## src/erp_pkg.sv

```systemverilog
// Package for the relocation patcher: kind codes, status codes, record kinds.
// No dependencies.
package erp_pkg;

    typedef enum logic [2:0] {
        ST_OK       = 3'd0,
        ST_OVERFLOW = 3'd1,
        ST_UNSUPP   = 3'd2,
        ST_BOUNDS   = 3'd3,
        ST_SKIPPED  = 3'd4,
        ST_NORELAX  = 3'd5
    } status_t;

    typedef enum logic [4:0] {
        K_X64_64       = 5'd0,
        K_X64_PC32     = 5'd1,
        K_X64_PLT32    = 5'd2,
        K_X64_32       = 5'd3,
        K_X64_32S      = 5'd4,
        K_X64_PC64     = 5'd5,
        K_X64_GOTPC    = 5'd6,
        K_X64_GOTPCX   = 5'd7,
        K_X64_RGOTPCX  = 5'd8,
        K_A64_ABS64    = 5'd9,
        K_A64_ABS32    = 5'd10,
        K_A64_PREL32   = 5'd11,
        K_A64_PREL64   = 5'd12,
        K_A64_CALL26   = 5'd13,
        K_A64_JUMP26   = 5'd14,
        K_A64_PG_HI21  = 5'd15,
        K_A64_GOT_PAGE = 5'd16,
        K_A64_ADD_LO12 = 5'd17,
        K_A64_LDST8    = 5'd18,
        K_A64_LDST16   = 5'd19,
        K_A64_LDST32   = 5'd20,
        K_A64_LDST64   = 5'd21,
        K_A64_LDST128  = 5'd22,
        K_A64_GOT_LO12 = 5'd23
    } kind_t;

    localparam logic [2:0] DK_X86_REL   = 3'd0;
    localparam logic [2:0] DK_X86_32    = 3'd1;
    localparam logic [2:0] DK_X86_32S   = 3'd2;
    localparam logic [2:0] DK_ARM_REL   = 3'd3;
    localparam logic [2:0] DK_ARM_ABS32 = 3'd4;

    localparam logic [1:0] WS_NONE = 2'd0;
    localparam logic [1:0] WS_FOUR = 2'd1;
    localparam logic [1:0] WS_EIGHT = 2'd2;

    localparam logic [2:0] REG_TEXT_BASE   = 3'd0;
    localparam logic [2:0] REG_RODATA_BASE = 3'd1;
    localparam logic [2:0] REG_DATA_BASE   = 3'd2;
    localparam logic [2:0] REG_TEXT_SIZE   = 3'd3;
    localparam logic [2:0] REG_RODATA_SIZE = 3'd4;
    localparam logic [2:0] REG_DATA_SIZE   = 3'd5;

    localparam logic [1:0] SEG_SKIP = 2'd0;
    localparam logic [1:0] SEG_CODE = 2'd1;
    localparam logic [1:0] SEG_RO   = 2'd2;
    localparam logic [1:0] SEG_RW   = 2'd3;

    localparam logic [7:0] OPC_MOV = 8'h8b;
    localparam logic [7:0] OPC_LEA = 8'h8d;

    // Word carried from stage 1 to stage 2
    typedef struct packed {
        logic        vld;
        logic [1:0]  sec;
        logic        oob;
        logic [31:0] off;
        logic [4:0]  kind;
        logic [63:0] place;
        logic [63:0] sa;
        logic [31:0] insn;
        logic [7:0]  opc;
    } s1_t;

    // Word carried from stage 2 to the output stage
    typedef struct packed {
        logic        vld;
        logic [1:0]  sec;
        logic        oob;
        logic        off_ge2;
        logic [4:0]  kind;
        logic [63:0] place;
        logic [63:0] sa;
        logic [63:0] pc;
        logic [63:0] pgd;
        logic [31:0] insn;
        logic [7:0]  opc;
    } s2_t;

endpackage

```

## src/elf_relocation_patcher.sv

```systemverilog
// ELF relocation patcher top level: configuration registers and three stages.
// Depends on erp_pkg, erp_addr, erp_diff, erp_patch.
//
// One relocation is taken in every cycle (busy is always low). Its result is
// on the ports, marked by done for one cycle, once it has passed the three
// register stages: address and S+A, then S+A-P and page delta, then per-kind
// patching; the receiver cannot stall. The user must write configuration
// through cfg_valid/cfg_ready (always ready) only while idle; the block
// itself does not enforce this.
module elf_relocation_patcher (
    input  logic        clk,
    input  logic        rst_n,
    input  logic        start,
    output logic        busy,
    input  logic [1:0]  out_section,
    input  logic [31:0] patch_offset,
    input  logic [4:0]  reloc_kind,
    input  logic [63:0] symbol_value,
    input  logic signed [63:0] addend,
    input  logic [63:0] old_word,
    input  logic [7:0]  opcode_byte,
    input  logic        cfg_valid,
    output logic        cfg_ready,
    input  logic [2:0]  cfg_index,
    input  logic [63:0] cfg_data,
    output logic        done,
    output logic [2:0]  status,
    output logic [1:0]  write_size,
    output logic [63:0] new_word,
    output logic        opcode_write,
    output logic [7:0]  new_opcode_byte,
    output logic        dyn_valid,
    output logic [2:0]  dyn_kind,
    output logic [63:0] dyn_place,
    output logic signed [63:0] dyn_addend
);
    import erp_pkg::*;

    logic [63:0] text_base_reg, rodata_base_reg, data_base_reg;
    logic [31:0] text_size_reg, rodata_size_reg, data_size_reg;
    s1_t         s1;
    s2_t         s2;
    logic [63:0] dyn_add_u;

    assign busy      = 1'b0;
    assign cfg_ready = 1'b1;

    // configuration registers
    always_ff @(posedge clk or negedge rst_n)
    begin
        if (!rst_n)
        begin
            text_base_reg   <= '0;
            rodata_base_reg <= '0;
            data_base_reg   <= '0;
            text_size_reg   <= '0;
            rodata_size_reg <= '0;
            data_size_reg   <= '0;
        end
        else if (cfg_valid)
        begin
            case (cfg_index)
                REG_TEXT_BASE:   text_base_reg   <= cfg_data;
                REG_RODATA_BASE: rodata_base_reg <= cfg_data;
                REG_DATA_BASE:   data_base_reg   <= cfg_data;
                REG_TEXT_SIZE:   text_size_reg   <= cfg_data[31:0];
                REG_RODATA_SIZE: rodata_size_reg <= cfg_data[31:0];
                REG_DATA_SIZE:   data_size_reg   <= cfg_data[31:0];
                default: ;
            endcase
        end
    end

    erp_addr u_addr (
        .clk          (clk),
        .rst_n        (rst_n),
        .in_vld       (start),
        .out_section  (out_section),
        .patch_offset (patch_offset),
        .reloc_kind   (reloc_kind),
        .symbol_value (symbol_value),
        .addend       (addend),
        .old_lo       (old_word[31:0]),
        .opcode_byte  (opcode_byte),
        .text_base    (text_base_reg),
        .rodata_base  (rodata_base_reg),
        .data_base    (data_base_reg),
        .text_size    (text_size_reg),
        .rodata_size  (rodata_size_reg),
        .data_size    (data_size_reg),
        .s1           (s1)
    );

    erp_diff u_diff (
        .clk   (clk),
        .rst_n (rst_n),
        .s1    (s1),
        .s2    (s2)
    );

    erp_patch u_patch (
        .clk             (clk),
        .rst_n           (rst_n),
        .s2              (s2),
        .done            (done),
        .status          (status),
        .write_size      (write_size),
        .new_word        (new_word),
        .opcode_write    (opcode_write),
        .new_opcode_byte (new_opcode_byte),
        .dyn_valid       (dyn_valid),
        .dyn_kind        (dyn_kind),
        .dyn_place       (dyn_place),
        .dyn_addend      (dyn_add_u)
    );

    assign dyn_addend = dyn_add_u;

endmodule

```

## src/erp_addr.sv

```systemverilog
// Stage 1: section select, bounds check, place address and S+A.
// Depends on erp_pkg.
module erp_addr (
    input  logic              clk,
    input  logic              rst_n,
    input  logic              in_vld,
    input  logic [1:0]        out_section,
    input  logic [31:0]       patch_offset,
    input  logic [4:0]        reloc_kind,
    input  logic [63:0]       symbol_value,
    input  logic [63:0]       addend,
    input  logic [31:0]       old_lo,
    input  logic [7:0]        opcode_byte,
    input  logic [63:0]       text_base,
    input  logic [63:0]       rodata_base,
    input  logic [63:0]       data_base,
    input  logic [31:0]       text_size,
    input  logic [31:0]       rodata_size,
    input  logic [31:0]       data_size,
    output erp_pkg::s1_t      s1
);
    import erp_pkg::*;

    logic        vld_reg;
    s1_t         pay_reg;
    s1_t         pay_next;
    logic [63:0] base;
    logic [31:0] size;

    // section select
    always_comb
    begin
        case (out_section)
            SEG_CODE:   begin base = text_base;   size = text_size;   end
            SEG_RO:     begin base = rodata_base; size = rodata_size; end
            default:    begin base = data_base;   size = data_size;   end
        endcase
        pay_next       = '0;
        pay_next.vld   = 1'b1;
        pay_next.sec   = out_section;
        pay_next.oob   = (patch_offset >= size);
        pay_next.off   = patch_offset;
        pay_next.kind  = reloc_kind;
        pay_next.place = base + {32'd0, patch_offset};
        pay_next.sa    = symbol_value + addend;
        pay_next.insn  = old_lo;
        pay_next.opc   = opcode_byte;
    end

    always_ff @(posedge clk or negedge rst_n)
    begin
        if (!rst_n)
            vld_reg <= 1'b0;
        else
            vld_reg <= in_vld;
    end

    always_ff @(posedge clk)
    begin
        pay_reg <= pay_next;
    end

    always_comb
    begin
        s1     = pay_reg;
        s1.vld = vld_reg;
    end

endmodule

```

## src/erp_diff.sv

```systemverilog
// Stage 2: S+A-P and page delta.
// Depends on erp_pkg.
module erp_diff (
    input  logic         clk,
    input  logic         rst_n,
    input  erp_pkg::s1_t s1,
    output erp_pkg::s2_t s2
);
    import erp_pkg::*;

    logic vld_reg;
    s2_t  pay_reg;
    s2_t  pay_next;

    always_comb
    begin
        pay_next         = '0;
        pay_next.sec     = s1.sec;
        pay_next.oob     = s1.oob;
        pay_next.off_ge2 = (s1.off >= 32'd2);
        pay_next.kind    = s1.kind;
        pay_next.place   = s1.place;
        pay_next.sa      = s1.sa;
        pay_next.pc      = s1.sa - s1.place;
        pay_next.pgd     = {s1.sa[63:12] - s1.place[63:12], 12'd0};
        pay_next.insn    = s1.insn;
        pay_next.opc     = s1.opc;
    end

    always_ff @(posedge clk or negedge rst_n)
    begin
        if (!rst_n)
            vld_reg <= 1'b0;
        else
            vld_reg <= s1.vld;
    end

    always_ff @(posedge clk)
    begin
        pay_reg <= pay_next;
    end

    always_comb
    begin
        s2     = pay_reg;
        s2.vld = vld_reg;
    end

endmodule

```

## src/erp_patch.sv

```systemverilog
// Stage 3: per-kind patching, range checks, status and runtime record.
// Depends on erp_pkg.
module erp_patch (
    input  logic         clk,
    input  logic         rst_n,
    input  erp_pkg::s2_t s2,
    output logic         done,
    output logic [2:0]   status,
    output logic [1:0]   write_size,
    output logic [63:0]  new_word,
    output logic         opcode_write,
    output logic [7:0]   new_opcode_byte,
    output logic         dyn_valid,
    output logic [2:0]   dyn_kind,
    output logic [63:0]  dyn_place,
    output logic [63:0]  dyn_addend
);
    import erp_pkg::*;

    logic        done_reg;
    logic [2:0]  st_reg, st_next;
    logic [1:0]  ws_reg, ws_next;
    logic [63:0] wd_reg, wd_next;
    logic        ow_reg, ow_next;
    logic [7:0]  no_reg, no_next;
    logic        dv_reg, dv_next;
    logic [2:0]  dk_reg, dk_next;
    logic [63:0] dp_reg, dp_next;
    logic [63:0] da_reg, da_next;

    logic        ovf;
    logic        pc_s32, sa_s32, sa_u32, call_ok, page_ok;
    logic [63:0] imm;
    logic [31:0] lo12_base;
    logic [11:0] lo;
    logic [3:0]  sh;

    // range checks on the wrapped values
    assign pc_s32  = (s2.pc[63:31] == '0) || (s2.pc[63:31] == '1);
    assign sa_s32  = (s2.sa[63:31] == '0) || (s2.sa[63:31] == '1);
    assign sa_u32  = (s2.sa[63:32] == '0);
    assign call_ok = (s2.pc[63:27] == '0) || (s2.pc[63:27] == '1);
    assign imm     = {{12{s2.pgd[63]}}, s2.pgd[63:12]};
    assign page_ok = (imm[63:20] == '0) || (imm[63:20] == '1);

    always_comb
    begin
        st_next = ST_OK;
        ws_next = WS_NONE;
        wd_next = '0;
        ow_next = 1'b0;
        no_next = '0;
        dv_next = 1'b0;
        dk_next = '0;
        dp_next = '0;
        da_next = '0;
        ovf     = 1'b0;
        sh      = 4'd0;
        lo12_base = s2.insn;
        lo      = '0;
        if (s2.sec == SEG_SKIP)
            st_next = ST_SKIPPED;
        else if (s2.oob)
            st_next = ST_BOUNDS;
        else if (s2.kind > K_A64_GOT_LO12)
            st_next = ST_UNSUPP;
        else
        begin
            case (s2.kind)
                K_X64_64, K_A64_ABS64:
                begin
                    ws_next = WS_EIGHT; wd_next = s2.sa;
                    dv_next = 1'b1;
                    dk_next = (s2.kind == K_X64_64) ? DK_X86_REL : DK_ARM_REL;
                    dp_next = s2.place; da_next = s2.sa;
                end
                K_X64_PC32, K_X64_PLT32, K_A64_PREL32:
                begin
                    ws_next = WS_FOUR; wd_next = {32'd0, s2.pc[31:0]}; ovf = !pc_s32;
                end
                K_X64_32:
                begin
                    ws_next = WS_FOUR; wd_next = {32'd0, s2.sa[31:0]}; ovf = !sa_u32;
                    dv_next = 1'b1; dk_next = DK_X86_32;
                    dp_next = s2.place; da_next = s2.sa;
                end
                K_X64_32S:
                begin
                    ws_next = WS_FOUR; wd_next = {32'd0, s2.sa[31:0]}; ovf = !sa_s32;
                    dv_next = 1'b1; dk_next = DK_X86_32S;
                    dp_next = s2.place; da_next = s2.sa;
                end
                K_X64_PC64, K_A64_PREL64:
                begin
                    ws_next = WS_EIGHT; wd_next = s2.pc;
                end
                K_X64_GOTPC, K_X64_GOTPCX, K_X64_RGOTPCX:
                begin
                    ws_next = WS_FOUR; wd_next = {32'd0, s2.pc[31:0]}; ovf = !pc_s32;
                    if (s2.off_ge2 && s2.opc == OPC_MOV)
                    begin
                        ow_next = 1'b1; no_next = OPC_LEA;
                    end
                    else if (s2.off_ge2 && s2.opc != OPC_LEA)
                        st_next = ST_NORELAX;
                end
                K_A64_ABS32:
                begin
                    ws_next = WS_FOUR; wd_next = {32'd0, s2.sa[31:0]};
                    ovf = !(sa_s32 || sa_u32);
                    dv_next = 1'b1; dk_next = DK_ARM_ABS32;
                    dp_next = s2.place; da_next = s2.sa;
                end
                K_A64_CALL26, K_A64_JUMP26:
                begin
                    ovf = !call_ok; ws_next = WS_FOUR;
                    wd_next = {32'd0, (s2.insn & 32'hFC000000)
                               | (s2.pc[33:2] & 32'h03FFFFFF)};
                end
                K_A64_PG_HI21, K_A64_GOT_PAGE:
                begin
                    ovf = !page_ok; ws_next = WS_FOUR;
                    wd_next = {32'd0, (s2.insn & 32'h9F00001F)
                               | {1'b0, imm[1:0], 29'd0}
                               | {8'd0, imm[20:2] & 19'h7FFFF, 5'd0}};
                end
                default:
                begin
                    // low-12 fields; the GOT load becomes an ADD
                    case (s2.kind)
                        K_A64_LDST16:   sh = 4'd1;
                        K_A64_LDST32:   sh = 4'd2;
                        K_A64_LDST64:   sh = 4'd3;
                        K_A64_LDST128:  sh = 4'd4;
                        default:        sh = 4'd0;
                    endcase
                    if (s2.kind == K_A64_GOT_LO12)
                        lo12_base = (s2.insn & 32'h003FFFFF) | 32'h91000000;
                    lo = s2.sa[11:0] >> sh;
                    ws_next = WS_FOUR;
                    wd_next = {32'd0, (lo12_base & 32'hFFC003FF) | {10'd0, lo, 10'd0}};
                end
            endcase
            if (ovf)
                st_next = ST_OVERFLOW;
        end
    end

    always_ff @(posedge clk or negedge rst_n)
    begin
        if (!rst_n)
            done_reg <= 1'b0;
        else
            done_reg <= s2.vld;
    end

    always_ff @(posedge clk)
    begin
        st_reg <= st_next;
        ws_reg <= ws_next;
        wd_reg <= wd_next;
        ow_reg <= ow_next;
        no_reg <= no_next;
        dv_reg <= dv_next;
        dk_reg <= dk_next;
        dp_reg <= dp_next;
        da_reg <= da_next;
    end

    assign done            = done_reg;
    assign status          = st_reg;
    assign write_size      = ws_reg;
    assign new_word        = wd_reg;
    assign opcode_write    = ow_reg;
    assign new_opcode_byte = no_reg;
    assign dyn_valid       = dv_reg;
    assign dyn_kind        = dk_reg;
    assign dyn_place       = dp_reg;
    assign dyn_addend      = da_reg;

endmodule

```

## config.mk

```make
export PLATFORM = sky130hd
export DESIGN_NAME = elf_relocation_patcher
export DESIGN_NICKNAME = d
export VERILOG_FILES = /design/src/erp_pkg.sv /design/src/elf_relocation_patcher.sv /design/src/erp_addr.sv /design/src/erp_diff.sv /design/src/erp_patch.sv
export SDC_FILE = /design/constraint.sdc
export NUM_CORES = 2
export LEC_CHECK = 0
export ABC_AREA = 0
export BUFFER_PORTS_ARGS = -buffer_cell sky130_fd_sc_hd__buf_2
export CAP_MARGIN = 20
export CORE_ASPECT_RATIO = 1.25
export CORE_MARGIN = 3
export CORE_UTILIZATION = 30
export DETAILED_ROUTE_END_ITERATION = 10
export SLEW_MARGIN = 30
export SYNTH_ARGS = -nofsm -noshare
export SYNTH_HDL_FRONTEND = slang
export SYNTH_SLANG_ARGS = --single-unit
```

## constraint.sdc

```tcl
create_clock -name clk -period 2.9 [get_ports clk]
set_input_delay 0.29 -clock clk [delete_from_list [all_inputs] [get_ports clk]]
set_output_delay 0.29 -clock clk [all_outputs]
set_load 0.01 [all_outputs]
```

==> flow_summary.ini <==
[setup_path]
path_cells = a22oi_2 > o21ai_2 > ha_2 > inv_2 > fa_2 > nor2b_2 > o21ai_2 > a21boi_2 > o31ai_4 > a2111oi_4 > o31a_1 > a31oi_4 > buf_6 > nor4b_4 > xor2_1
crit_required_ns = 3.54
crit_arrival_ns = 4.02
path_delay_family = compound AO/OA/AOI/OAI gates
cpPeakStageDelay_ns = 0.47
slowest_stage = a2111oi_4
worst-path-buf-inv = 2
r2r-start = rodata_base_reg[0]$_DFFE_PN0P_
crit_path_start_kind = flip-flop
cpMostUsedCell = o21ai_2
path_class = flip-flop to flip-flop
r2r_end = u_addr.s1[158]$_DFF_P_
worstSetupEndpointType = flip-flop
r2r_cells = 15
path_max_fanout = 7
rrSetupSlack_ns = -0.48

[sta]
setup_ws_ns = -0.4796
timing.hold.ws_ns = 0.06646
post-route-period-util_pct = 116.5
hold_violations = 0
slew_headroom_pct = 49.64
worstMarginPinSlew_ns = 0.7475
max_freq_mhz = 295.9
rsz0062_at_grt = true
post-route-min-period_ns = 3.380
drv_slew = 0
fin_skew_ns = 0.03660
setup_viol = 33

[power]
pwr-share-clk_pct = 26.7
power.density_mw_per_mm2 = 906.4
power_switching_mw = 18.42
switching_share_pct = 35.32
seqPwrFrac_pct = 36.1
leakagePower_nw = 25.71
ir_drop_v = 0.0006042
p_comb_share_pct = 37.2
p_int_mw = 33.74
finalPower_mw = 52.16

[routing]
vias = 35670
drt-pass1-iter-count = 9
drt-initial-drc-count = 2761
totalWireLength_um = 157000
wl_per_cell_um = 21.67
drc = 0
drtAntennaViolNets = 0
vias_per_cell = 4.923

[yosys]
synth_seq_area_share_pct = 50.00
synth-edff-count = 0
syn_area_per_cell_um2 = 10.40
synth_simple_gate_area_share_pct = 11.39
synth-xor-area-share_pct = 4.787
synth_area_mm2 = 0.04171
synth-compound-area-share_pct = 16.06
synthArstFlopShare_pct = 30.03
synth_top_area_cell = dfxtp_1
synth.area.top_cells = dfxtp_1 33%, dfrtp_1 17%, mux2_2 8.0%
synth.ff_latch_count = 969
synthMuxAreaShare_pct = 8.417
synthAdderAreaFrac_pct = 5.981
synth_cells = 4009
synth-main-ff-cell = dfxtp_1
synth_cell_types = 90
yosys.area.top_type_share_pct = 32.54
synth_top_family_by_area = compound AO/OA/AOI/OAI gates
ys_warn_count = 0

[cells_and_area]
fin_cells = 7246
mostFrequentLayoutCells = 733 x buf_4, 669 x dfxtp_1, 471 x buf_2, 296 x mux2_2, 291 x dfrtp_1
num-fill-cells = 13420
fin_area_mm2 = 0.05755
layout_commonest_cell = buf_4
drive_gt1_share_pct = 34.95
largest_reg_flops = 281
synthToLayoutAreaGrowth_pct = 37.96
final_nets = 5809

[die]
io_pins = 523
rows = 152
die_w_um = 339.5
fp.dieArea_mm2 = 0.1436
start_util_pct = 30.29
core_mm2 = 0.1377
die_h_um = 422.9

[grt]
grt_usage_pct = 21.21
grt_max_degree = 84
antenna_found_initial = 18
overflow = 0
grt_pass1_vias = 36480
grt_pass1_wl_um = 231000

[worst_hold_path]
hold_start = symbol_value[48]
hold_path.class = primary input to flip-flop
min_delay_path_depth = 4
hold_end = u_addr.s1[88]$_DFF_P_

[placement]
dpl.hpwl_um = 125500
gp_congestion = 0.9535
numPortBuffers = 472
dp_cells = 6855
dpl_cell_area_mm2 = 0.05143

[flow_run]
max_cap_viol_count = 0

[clock_network]
cts_buffers = 104
cts_tree = yes
cts_sinks = 969
root_buffer = clkbuf_16
clock_latency_ns = 0.75
cts.htree.levels = 3
cts_buffer_depth = 3
path_clk_slew_ns = 0.06

[outcome]
violations = negative setup slack
status = finished, violations left
cells in the mapped netlist (82+ instances only):
cell type and n:
mux2_2 296, o21ai_0 255, dfrtp_1 291, dfxtp_1 678
a21o_1 91, clkbuf_1 152, inv_1 144, a21oi_1 244
ha_1 193, nand4_1 82, nand2_1 246, and2_1 135
xnor2_1 150, nor2_1 181
worst max path at each step:
stage / from / to / slack (ns) / cells after the start
final: rodata_base_reg[0]$_DFFE_PN0P_ / u_addr.s1[158]$_DFF_P_ / -0.48 / 15
after global routing: rodata_base_reg[0]$_DFFE_PN0P_ / u_addr.s1[156]$_DFF_P_ / -0.68 / 15
after CTS: rodata_base_reg[0]$_DFFE_PN0P_ / u_addr.s1[156]$_DFF_P_ / -0.42 / 15
after detailed placement: out_section[0] / u_addr.s1[156]$_DFF_P_ / -1.0 / 19
after global placement: out_section[0] / u_addr.s1[156]$_DFF_P_ / -0.95 / 19
after floorplan: out_section[1] / u_addr.s1[158]$_DFF_P_ / -0.95 / 20
final cells by class:
type	instances	area [um2]	share of cell area (%)
Clock inverter	59	728.2	1.265
Timing Repair Buffer	1387	9841	17.10
Clock buffer	133	2894	5.029
Tap cell	1848	2312	4.018
Inverter	145	551.8	0.9589
Sequential cell	969	20870	36.27
Multi-Input combinational cell	2695	20320	35.32
Antenna cell	10	25.02	0.04349
cells by family after synthesis:
group / after synthesis
AO/OA/AOI/OAI: 1018
flip-flops: 969
AND/OR/NAND/NOR: 936
buffers and inverters: 349
multiplexers: 310
XOR/XNOR: 228
adder cells (fa/ha/maj): 197
other: 2
metal layers:
layer | up-vias | share of wire, % | wire length, um | track usage [%]
met5 | - | 0.0083 | 13 | 0
met3 | 261 | 5.7 | 8919 | 3.734
met4 | 2 | 3.6 | 5708 | 7.656
met1 | 17280 | 45 | 71300 | 28.24
met2 | 1127 | 45 | 71060 | 34.47
li1 | 17000 | - | - | -
per-stage QoR:
step	setup slack, ns	util (%)	setup TNS, ns
after floorplan	-0.9454	-	-27.99
after global placement	-0.9503	37.35	-48.74
after detailed placement	-0.9970	37.35	-50.45
after CTS	-0.4231	41.32	-6.891
after global routing	-0.6788	41.79	-14.30
final	-0.4796	41.79	-8.561
tightest hold or removal path: stages:
cell and delay, ns:
buf_2 0.08, ha_1 0.15, buf_4 0.14, xor2_1 0.07
repair_timing:
| item | CTS | global route |
|---|---|---|
| pin swaps | 40 | 74 |
| buffers inserted | 17 | 25 |
| hold endpoints to repair | 444 | 0 |
| hold buffers | 151 | 0 |
| endpoints found under the setup margin | 70 | 89 |
| gates resized for setup | 62 | 117 |
power by group through the flow:
stage / Clock [mW] / Combinational [mW] / Sequential (mW)
finish: 13.9 / 19.4 / 18.8
global placement: 0 / 18.2 / 19.0
global route: 14.8 / 20.8 / 19.1
floorplan: 0 / 9.10 / 17.9
CTS: 14.3 / 18.8 / 18.7
detailed placement: 0 / 18.2 / 19.0
Power figures use the tool's default switching activity.
